`config.mk`:
```
export PLATFORM = sky130hd
export DESIGN_NAME = max_priority_queue_unit
export DESIGN_NICKNAME = d
export VERILOG_FILES = /design/src/rtl/mpq_pkg.sv /design/src/rtl/mpq_dp.sv /design/src/rtl/mpq_ctrl.sv /design/src/rtl/max_priority_queue_unit.sv
export SDC_FILE = /design/constraint.sdc
export NUM_CORES = 1
export LEC_CHECK = 0
export BUFFER_PORTS_ARGS = -buffer_cell sky130_fd_sc_hd__buf_4
export CORE_MARGIN = 4
export CORE_UTILIZATION = 38
export DETAILED_ROUTE_END_ITERATION = 10
export HOLD_SLACK_MARGIN = 0.12
export SYNTH_ARGS = -nofsm -noshare
export SYNTH_HDL_FRONTEND = slang
export SYNTH_SLANG_ARGS = --single-unit
```
`constraint.sdc`:
```
create_clock -name i_clk -period 5.7 [get_ports i_clk]
set_clock_uncertainty 0.1 [all_clocks]
set_input_delay 0.285 -clock i_clk [delete_from_list [all_inputs] [get_ports i_clk]]
set_output_delay 0.285 -clock i_clk [all_outputs]
set_load 0.01 [all_outputs]
```
`src/rtl/mpq_pkg.sv`:
```
// shared types and codes for the max priority queue unit
// request and response structs, command and status codes, controller states
// no dependencies
package mpq_pkg;

    localparam logic [1:0] CMD_PUSH = 2'd0;
    localparam logic [1:0] CMD_POP  = 2'd1;
    localparam logic [1:0] CMD_PEEK = 2'd2;
    localparam logic [1:0] CMD_NOP  = 2'd3;

    localparam logic [1:0] ST_OK    = 2'd0;
    localparam logic [1:0] ST_FULL  = 2'd1;
    localparam logic [1:0] ST_EMPTY = 2'd2;

    localparam int COUNT_W = 5;

    typedef struct packed {
        logic [1:0]  cmd;
        logic [31:0] task_tag;
        logic [15:0] priority_req;
    } t_req;

    typedef struct packed {
        logic [31:0]        out_tag;
        logic [15:0]        out_priority;
        logic               out_valid;
        logic [1:0]         status;
        logic [COUNT_W-1:0] entry_count;
        logic               is_empty;
    } t_resp;

    typedef enum logic [2:0] {
        S_IDLE,
        S_SCAN,
        S_POS,
        S_SHIFT,
        S_RESP
    } t_state;

    // controller to datapath
    typedef struct packed {
        logic       req_latch;
        logic       ptr_clr;
        logic       scan_en;
        logic       ptr_from_best;
        logic       shift_en;
        logic       push_wr;
        logic       count_inc;
        logic       count_dec;
        logic       res_load;
        logic       res_entry;
        logic [1:0] res_status;
    } t_dp_cmd;

    // datapath to controller
    typedef struct packed {
        logic empty;
        logic full;
        logic scan_done;
        logic shift_done;
    } t_dp_stat;

endpackage

```
`src/rtl/mpq_dp.sv`:
```
// datapath of the max priority queue unit: entry memories, scan pointer,
// best-entry tracking, count register and response register
// depends on mpq_pkg
module mpq_dp #(
    parameter int QUEUE_DEPTH = 16
) (
    input  logic             i_clk,
    input  logic             i_rst_n,
    input  mpq_pkg::t_req    i_req,
    input  mpq_pkg::t_dp_cmd i_cmd,
    output mpq_pkg::t_dp_stat o_stat,
    output mpq_pkg::t_resp   o_resp
);
    import mpq_pkg::*;

    localparam int AW = (QUEUE_DEPTH > 1) ? $clog2(QUEUE_DEPTH) : 1;
    localparam int CW = $clog2(QUEUE_DEPTH + 1);

    logic [31:0]   mem_tag  [QUEUE_DEPTH];
    logic [15:0]   mem_prio [QUEUE_DEPTH];

    logic [31:0]   r_req_tag;
    logic [15:0]   r_req_prio;
    logic [CW-1:0] r_count;
    logic [CW-1:0] n_count;
    logic [CW-1:0] r_ptr;
    logic [CW-1:0] r_rd_idx;
    logic          r_rd_live;
    logic [31:0]   r_rd_tag;
    logic [15:0]   r_rd_prio;
    logic [CW-1:0] r_best_idx;
    logic [31:0]   r_best_tag;
    logic [15:0]   r_best_prio;
    t_resp         r_resp;

    logic          issue_en;
    logic          issue_live;
    logic          best_upd;
    logic          wr_en;
    logic [AW-1:0] wr_addr;
    logic [31:0]   wr_tag;
    logic [15:0]   wr_prio;
    logic [CW-1:0] idx_m1;
    logic [CW+COUNT_W-1:0] count_ext;

    assign issue_en   = i_cmd.scan_en | i_cmd.shift_en;
    assign issue_live = issue_en && (r_ptr < r_count);
    // first entry seeds the best, later ones replace it only when strictly greater
    assign best_upd   = i_cmd.scan_en && r_rd_live &&
                        ((r_rd_idx == '0) || (r_rd_prio > r_best_prio));
    assign idx_m1     = r_rd_idx - CW'(1);

    always_comb begin
        wr_en   = 1'b0;
        wr_addr = r_count[AW-1:0];
        wr_tag  = r_req_tag;
        wr_prio = r_req_prio;
        if (i_cmd.push_wr) begin
            wr_en = 1'b1;
        end else if (i_cmd.shift_en && r_rd_live) begin
            // move the entry just read one place down
            wr_en   = 1'b1;
            wr_addr = idx_m1[AW-1:0];
            wr_tag  = r_rd_tag;
            wr_prio = r_rd_prio;
        end
    end

    always_comb begin
        n_count = r_count;
        if (i_cmd.count_inc) begin
            n_count = r_count + CW'(1);
        end else if (i_cmd.count_dec) begin
            n_count = r_count - CW'(1);
        end
    end

    assign count_ext = {{COUNT_W{1'b0}}, n_count};

    always_ff @(posedge i_clk) begin
        if (wr_en) begin
            mem_tag[wr_addr]  <= wr_tag;
            mem_prio[wr_addr] <= wr_prio;
        end
    end

    always_ff @(posedge i_clk) begin
        r_rd_tag  <= mem_tag[r_ptr[AW-1:0]];
        r_rd_prio <= mem_prio[r_ptr[AW-1:0]];
        r_rd_idx  <= r_ptr;
    end

    always_ff @(posedge i_clk) begin
        if (!i_rst_n) begin
            r_count   <= '0;
            r_rd_live <= 1'b0;
            r_ptr     <= '0;
        end else begin
            r_count   <= n_count;
            r_rd_live <= issue_live;
            if (i_cmd.ptr_clr) begin
                r_ptr <= '0;
            end else if (i_cmd.ptr_from_best) begin
                r_ptr <= r_best_idx + CW'(1);
            end else if (issue_live) begin
                r_ptr <= r_ptr + CW'(1);
            end
        end
    end

    always_ff @(posedge i_clk) begin
        if (i_cmd.req_latch) begin
            r_req_tag  <= i_req.task_tag;
            r_req_prio <= i_req.priority_req;
        end
        if (best_upd) begin
            r_best_idx  <= r_rd_idx;
            r_best_tag  <= r_rd_tag;
            r_best_prio <= r_rd_prio;
        end
        if (i_cmd.res_load) begin
            r_resp.out_tag      <= i_cmd.res_entry ? r_best_tag : 32'd0;
            r_resp.out_priority <= i_cmd.res_entry ? r_best_prio : 16'd0;
            r_resp.out_valid    <= i_cmd.res_entry;
            r_resp.status       <= i_cmd.res_status;
            r_resp.entry_count  <= count_ext[COUNT_W-1:0];
            r_resp.is_empty     <= (n_count == '0);
        end
    end

    assign o_stat.empty      = (r_count == '0);
    assign o_stat.full       = (r_count == CW'(QUEUE_DEPTH));
    assign o_stat.scan_done  = r_rd_live && (r_rd_idx == (r_count - CW'(1)));
    assign o_stat.shift_done = !r_rd_live && !(r_ptr < r_count);
    assign o_resp            = r_resp;

    a_count_bound: assert property (@(posedge i_clk) disable iff (!i_rst_n)
        r_count <= CW'(QUEUE_DEPTH))
        else $error("entry count above queue depth");

    a_push_room: assert property (@(posedge i_clk) disable iff (!i_rst_n)
        i_cmd.push_wr |-> (r_count < CW'(QUEUE_DEPTH)))
        else $error("push written into a full queue");

    a_shift_range: assert property (@(posedge i_clk) disable iff (!i_rst_n)
        (i_cmd.shift_en && r_rd_live) |-> ((r_rd_idx != '0) && (r_rd_idx < r_count)))
        else $error("shift move outside stored entries");

    a_pop_nonempty: assert property (@(posedge i_clk) disable iff (!i_rst_n)
        i_cmd.count_dec |-> (r_count != '0))
        else $error("pop from an empty queue");

endmodule

```
`src/rtl/mpq_ctrl.sv`:
```
// controller of the max priority queue unit: request/response handshake
// and the scan, reposition and shift sequence of a pop or peek
// depends on mpq_pkg
module mpq_ctrl (
    input  logic              i_clk,
    input  logic              i_rst_n,
    input  logic              i_req_valid,
    output logic              o_req_ready,
    input  logic [1:0]        i_req_cmd,
    output logic              o_resp_valid,
    input  logic              i_resp_ready,
    input  mpq_pkg::t_dp_stat i_stat,
    output mpq_pkg::t_dp_cmd  o_cmd
);
    import mpq_pkg::*;

    t_state     r_state;
    t_state     n_state;
    logic [1:0] r_cmd;
    logic [1:0] n_cmd;
    logic [1:0] r_status;
    logic [1:0] n_status;
    logic       r_entry;
    logic       n_entry;
    logic       r_out_vld;
    logic       n_out_vld;

    always_ff @(posedge i_clk) begin
        if (!i_rst_n) begin
            r_state   <= S_IDLE;
            r_out_vld <= 1'b0;
            r_cmd     <= CMD_PUSH;
            r_status  <= ST_OK;
            r_entry   <= 1'b0;
        end else begin
            r_state   <= n_state;
            r_out_vld <= n_out_vld;
            r_cmd     <= n_cmd;
            r_status  <= n_status;
            r_entry   <= n_entry;
        end
    end

    always_comb begin
        n_state     = r_state;
        n_cmd       = r_cmd;
        n_status    = r_status;
        n_entry     = r_entry;
        n_out_vld   = r_out_vld && !i_resp_ready;
        o_cmd       = '0;
        o_req_ready = (r_state == S_IDLE);

        case (r_state)
            S_IDLE: begin
                if (i_req_valid) begin
                    o_cmd.req_latch = 1'b1;
                    n_cmd           = i_req_cmd;
                    n_status        = ST_OK;
                    n_entry         = 1'b0;
                    n_state         = S_RESP;
                    case (i_req_cmd)
                        CMD_PUSH: begin
                            if (i_stat.full) begin
                                n_status = ST_FULL;
                            end
                        end
                        CMD_POP, CMD_PEEK: begin
                            if (i_stat.empty) begin
                                n_status = ST_EMPTY;
                            end else begin
                                o_cmd.ptr_clr = 1'b1;
                                n_state       = S_SCAN;
                            end
                        end
                        default: begin
                            n_state = S_RESP;
                        end
                    endcase
                end
            end
            S_SCAN: begin
                o_cmd.scan_en = 1'b1;
                if (i_stat.scan_done) begin
                    n_entry = 1'b1;
                    n_state = (r_cmd == CMD_POP) ? S_POS : S_RESP;
                end
            end
            S_POS: begin
                // start the shift just past the winning entry
                o_cmd.ptr_from_best = 1'b1;
                n_state             = S_SHIFT;
            end
            S_SHIFT: begin
                o_cmd.shift_en = 1'b1;
                if (i_stat.shift_done) begin
                    n_state = S_RESP;
                end
            end
            S_RESP: begin
                if (!r_out_vld || i_resp_ready) begin
                    o_cmd.res_load   = 1'b1;
                    o_cmd.res_entry  = r_entry;
                    o_cmd.res_status = r_status;
                    o_cmd.push_wr    = (r_cmd == CMD_PUSH) && (r_status == ST_OK);
                    o_cmd.count_inc  = (r_cmd == CMD_PUSH) && (r_status == ST_OK);
                    o_cmd.count_dec  = (r_cmd == CMD_POP) && r_entry;
                    n_out_vld        = 1'b1;
                    n_state          = S_IDLE;
                end
            end
            default: begin
                n_state = S_IDLE;
            end
        endcase
    end

    assign o_resp_valid = r_out_vld;

    a_one_wr_source: assert property (@(posedge i_clk) disable iff (!i_rst_n)
        !(o_cmd.push_wr && o_cmd.shift_en))
        else $error("push and shift write in the same cycle");

    a_pop_has_entry: assert property (@(posedge i_clk) disable iff (!i_rst_n)
        o_cmd.count_dec |-> (o_cmd.res_entry && (o_cmd.res_status == ST_OK)))
        else $error("count decrement without a popped entry");

    a_shift_after_pos: assert property (@(posedge i_clk) disable iff (!i_rst_n)
        $rose(o_cmd.shift_en) |-> $past(o_cmd.ptr_from_best))
        else $error("shift started without repositioning the pointer");

endmodule

```
`src/rtl/max_priority_queue_unit.sv`:
```
// Bounded max-priority queue of QUEUE_DEPTH (tag, priority) entries kept in
// insertion order. Requests: push appends, pop removes and returns the first
// entry of highest priority, peek returns it without removing. Each request
// gives one response with the count and empty flag after it. One request is
// worked at a time: peek and pop read the entries one by one, one memory read
// per entry, and pop then shifts the later entries down one per cycle. A
// finished response waits in an output register while the next request is
// accepted.
// depends on mpq_pkg, mpq_ctrl, mpq_dp
module max_priority_queue_unit #(
    parameter int QUEUE_DEPTH = 16
) (
    input  logic           i_clk,
    input  logic           i_rst_n,
    input  logic           i_req_valid,
    output logic           o_req_ready,
    input  mpq_pkg::t_req  i_req,
    output logic           o_resp_valid,
    input  logic           i_resp_ready,
    output mpq_pkg::t_resp o_resp
);
    import mpq_pkg::*;

    t_dp_cmd  dp_cmd;
    t_dp_stat dp_stat;

    mpq_ctrl u_ctrl (
        .i_clk        (i_clk),
        .i_rst_n      (i_rst_n),
        .i_req_valid  (i_req_valid),
        .o_req_ready  (o_req_ready),
        .i_req_cmd    (i_req.cmd),
        .o_resp_valid (o_resp_valid),
        .i_resp_ready (i_resp_ready),
        .i_stat       (dp_stat),
        .o_cmd        (dp_cmd)
    );

    mpq_dp #(
        .QUEUE_DEPTH (QUEUE_DEPTH)
    ) u_dp (
        .i_clk   (i_clk),
        .i_rst_n (i_rst_n),
        .i_req   (i_req),
        .i_cmd   (dp_cmd),
        .o_stat  (dp_stat),
        .o_resp  (o_resp)
    );

endmodule

```
==> impl_metrics.env <==
export IMPL_run_status="completed"
export IMPL_tightest_slew_ns=1.049
export IMPL_netlist_area_um2=38060
export IMPL_dpl_cell_area_um2=40420
export IMPL_largest_cells_by_area_after_synthesis="edfxtp_1 (73%), mux4_2 (7.9%), mux4_1 (7.3%), dfxtp_1 (3.8%), mux2_2 (1.4%)"
export IMPL_n_fill_cell=8216
export IMPL_drt_drc_violations_left=0
export IMPL_cts_htree_levels=3
export IMPL_p_leak_nw=14.19
export IMPL_grt_first_pass_wirelength_mm=115.7
export IMPL_cts_buffers_inserted=101
export IMPL_cellInternalPower_mw=12.07
export IMPL_powerDensity_nw_per_um2=341.4
export IMPL_crit_path_end_kind="flop"
export IMPL_initial_core_util_pct=38.50
export IMPL_synth_distinct_cells=56
export IMPL_routed_wirelength_mm=76.16
export IMPL_required_ns=5.94
export IMPL_path_max_fanout=31
export IMPL_row_count=115
export IMPL_root_buffer="clkbuf_16"
export IMPL_synthSimpleGateAreaFrac_pct=2.249
export IMPL_postCtsSetupRepairBufs=0
export IMPL_synth_compound_area_share_pct=1.105
export IMPL_core_area_um2=98850
export IMPL_antenna_diode_instance_count=0
export IMPL_layout_min_cycle_time_ns=3.783
export IMPL_drt_antenna_violating_nets=0
export IMPL_max_cap_violations=0
export IMPL_max_freq_ghz=0.2643
export IMPL_yosys_area_top_type_share_pct=73.07
export IMPL_yosys_area_share_xor_xnor_pct=0.4373
export IMPL_synth_edf_count=926
export IMPL_die_height_um=324.5
export IMPL_cts_sink_count=999
export IMPL_groute_usage_overall_pct=14.42
export IMPL_tritoncts_clock_tree="built"
export IMPL_cts_resized=0
export IMPL_gpl_final_weighted_congestion=0.7323
export IMPL_finalCritPeriodShare_pct=66.37
export IMPL_ys_warnings_count=0
export IMPL_stdcell_area_um2=44260
export IMPL_synth_adder_area_share_pct=0.8877
export IMPL_avgSynthCellArea_um2=22.90
export IMPL_synth_cells=1662
export IMPL_yosys_mux_area_fraction_pct=16.70
export IMPL_grt_start_max_net_pins=95
export IMPL_worst_slack_placed_ns=1.882
export IMPL_holdWs_ns=0.2416
export IMPL_drt_vias_per_instance=5.171
export IMPL_grt_setup_unrepaired="false"
export IMPL_ys_ff_latch=999
export IMPL_die_width_um=324.5
export IMPL_synth_top_cells_by_count="edfxtp_1 (926), mux4_2 (134), mux4_1 (106), dfxtp_1 (73), and2_1 (52)"
export IMPL_setup_worst_path_class="reg -> reg"
export IMPL_sequentialPowerShare_pct=54.4
export IMPL_ctsLongestPathBuffers=3
export IMPL_synth_seq_area_share_pct=76.91
export IMPL_syn2layout_area_growth_pct=16.31
export IMPL_power_ir_vdd_worst_uv=215.9
export IMPL_fin_nets=1968
export IMPL_grt_ovfl_total=0
export IMPL_post_cts_hold_buffer_count=56
export IMPL_timing_max_transition_violations_final=0
export IMPL_vias=16860
export IMPL_synth_top_family_by_area="multiplexers"
export IMPL_hold_violations=0
export IMPL_syn_nets=1743
export IMPL_synth_most_common_cell="edfxtp_1"
export IMPL_worst_skew_pair_late_latency_ns=0.66
export IMPL_path_clk_slew_ns=0.06
export IMPL_utilization_pct=44.78
export IMPL_drive_above_1_share_pct=25.48
export IMPL_final_setup_viol_count=0
export IMPL_num_io_pins=113
export IMPL_worstSetupStartpointType="flop"
export IMPL_synthArstFlopShare_pct=0
export IMPL_synth_main_ff_cell="edfxtp_1"
export IMPL_hpwlAfterDp_mm=42.05
export IMPL_sw_frac_of_total_pct=20.12
export IMPL_netlist_top_cell_by_area="edfxtp_1"
export IMPL_number_of_detailed_route_iterations_in_the_first_pass=5
export IMPL_floorplan_die_area_um2=105300
export IMPL_grt_antenna_before_repair=1
export IMPL_power_frac_comb_pct=3.0
export IMPL_routed_wire_length_per_instance_um=23.35
export IMPL_timing_hold_worst_class="in -> reg"
export IMPL_finalSetupTns_ns=0
export IMPL_first_global_vias=17980
export IMPL_p_switching_mw=3.041
export IMPL_min_setup_slack_post_route_ns=1.917
export IMPL_portBuffers=112
export IMPL_critPathArrivalTime_ns=4.02
export IMPL_pwr_share_clk_pct=42.6
export IMPL_max_slew_margin_rel_pct=30.08
export IMPL_drt_iter0_markers=1340
==> layout by cell type, fill, tap and decap left out, types with 18 or more instances in the layout <==
master,synthesis,layout
and2_1,52,52
edfxtp_1,926,926
clkinv_2,0,21
nor2_1,35,18
mux4_2,134,134
clkbuf_16,0,103
mux4_1,106,106
dlygate4sd3_1,0,56
ha_1,27,27
dfxtp_1,73,69
mux2_2,47,47
buf_4,2,136
inv_1,29,28
nand2_1,32,32
clkbuf_1,35,28
==> layout make-up <==
cell class | count | area (µm²) | share of cell area (%)
Tap cell | 1287 | 1610 | 3.638
Clock buffer | 146 | 2889 | 6.527
Sequential cell | 999 | 29280 | 66.16
Multi-Input combinational cell | 558 | 8290 | 18.73
Inverter | 30 | 113.9 | 0.2572
Timing Repair Buffer | 197 | 1682 | 3.799
Clock inverter | 44 | 395.4 | 0.8932
==> sequential cells by signal, summed over array words and instances, names as in the netlist, 32 cells and up <==
signal and cells:
u_dp.r_best_tag 32, u_dp.r_rd_tag 32, u_dp.r_req_tag 32, u_dp.mem_tag 512
u_dp.mem_prio 256, u_dp.o_resp 57
==> layer usage <==
metal,vias up,GRT usage (%),part of all wire [%]
met5,-,0,0
met4,0,3.915,1.8
met3,90,2.537,4.6
met2,375,23.75,49
met1,8953,19.96,45
li1,7445,-,-
==> logic make-up after synthesis <==
logic type | count (synthesis)
mux | 289
flops | 999
fa+ha+maj | 27
simple gates | 164
xor+xnor | 19
buf+inv | 105
compound gates | 59
==> power by group through the flow <==
stage | combinational [mW] | sequential (mW) | clock (mW)
global route | 0.503 | 8.23 | 6.95
finish | 0.457 | 8.22 | 6.43
floorplan | 0.224 | 8.37 | 0
CTS | 0.470 | 8.22 | 6.62
global placement | 0.418 | 8.38 | 0
detailed placement | 0.435 | 8.38 | 0
==> worst max-delay path, stage by stage, from the launching register on <==
cell     delay, ns
dfxtp_1       0.60
nor2b_1       0.32
nand3_4       0.50
nand2_1       0.31
o21a_1        0.17
nand2_1       0.23
nor2_4        0.87
buf_12        0.30
==> metrics by stage <==
| step | power, mW | cells |
|---|---|---|
| 6_report | 15.11 | 3261 |
| 5_1_grt | 15.68 | 3261 |
| 4_1_cts | 15.31 | 3261 |
| 3_5_place_dp | 8.814 | 3015 |
| 3_3_place_gp | 8.795 | 3015 |
| 2_1_floorplan | 8.591 | 1662 |
==> worst paths after layout <==
check	endpoint	cells past startpoint	start	slack, ns
min reg2reg	u_dp.r_best_tag[0]	0	u_dp.r_rd_tag[0]	0.33
min	u_dp.r_req_tag[17]	2	i_req[33]	0.24
max	u_dp.mem_tag[0][0]	7	u_ctrl.r_state[0]	1.92
max reg2reg	u_dp.mem_tag[0][0]	7	u_ctrl.r_state[0]	1.92
Note: power is estimated with default switching activity, not from simulation.
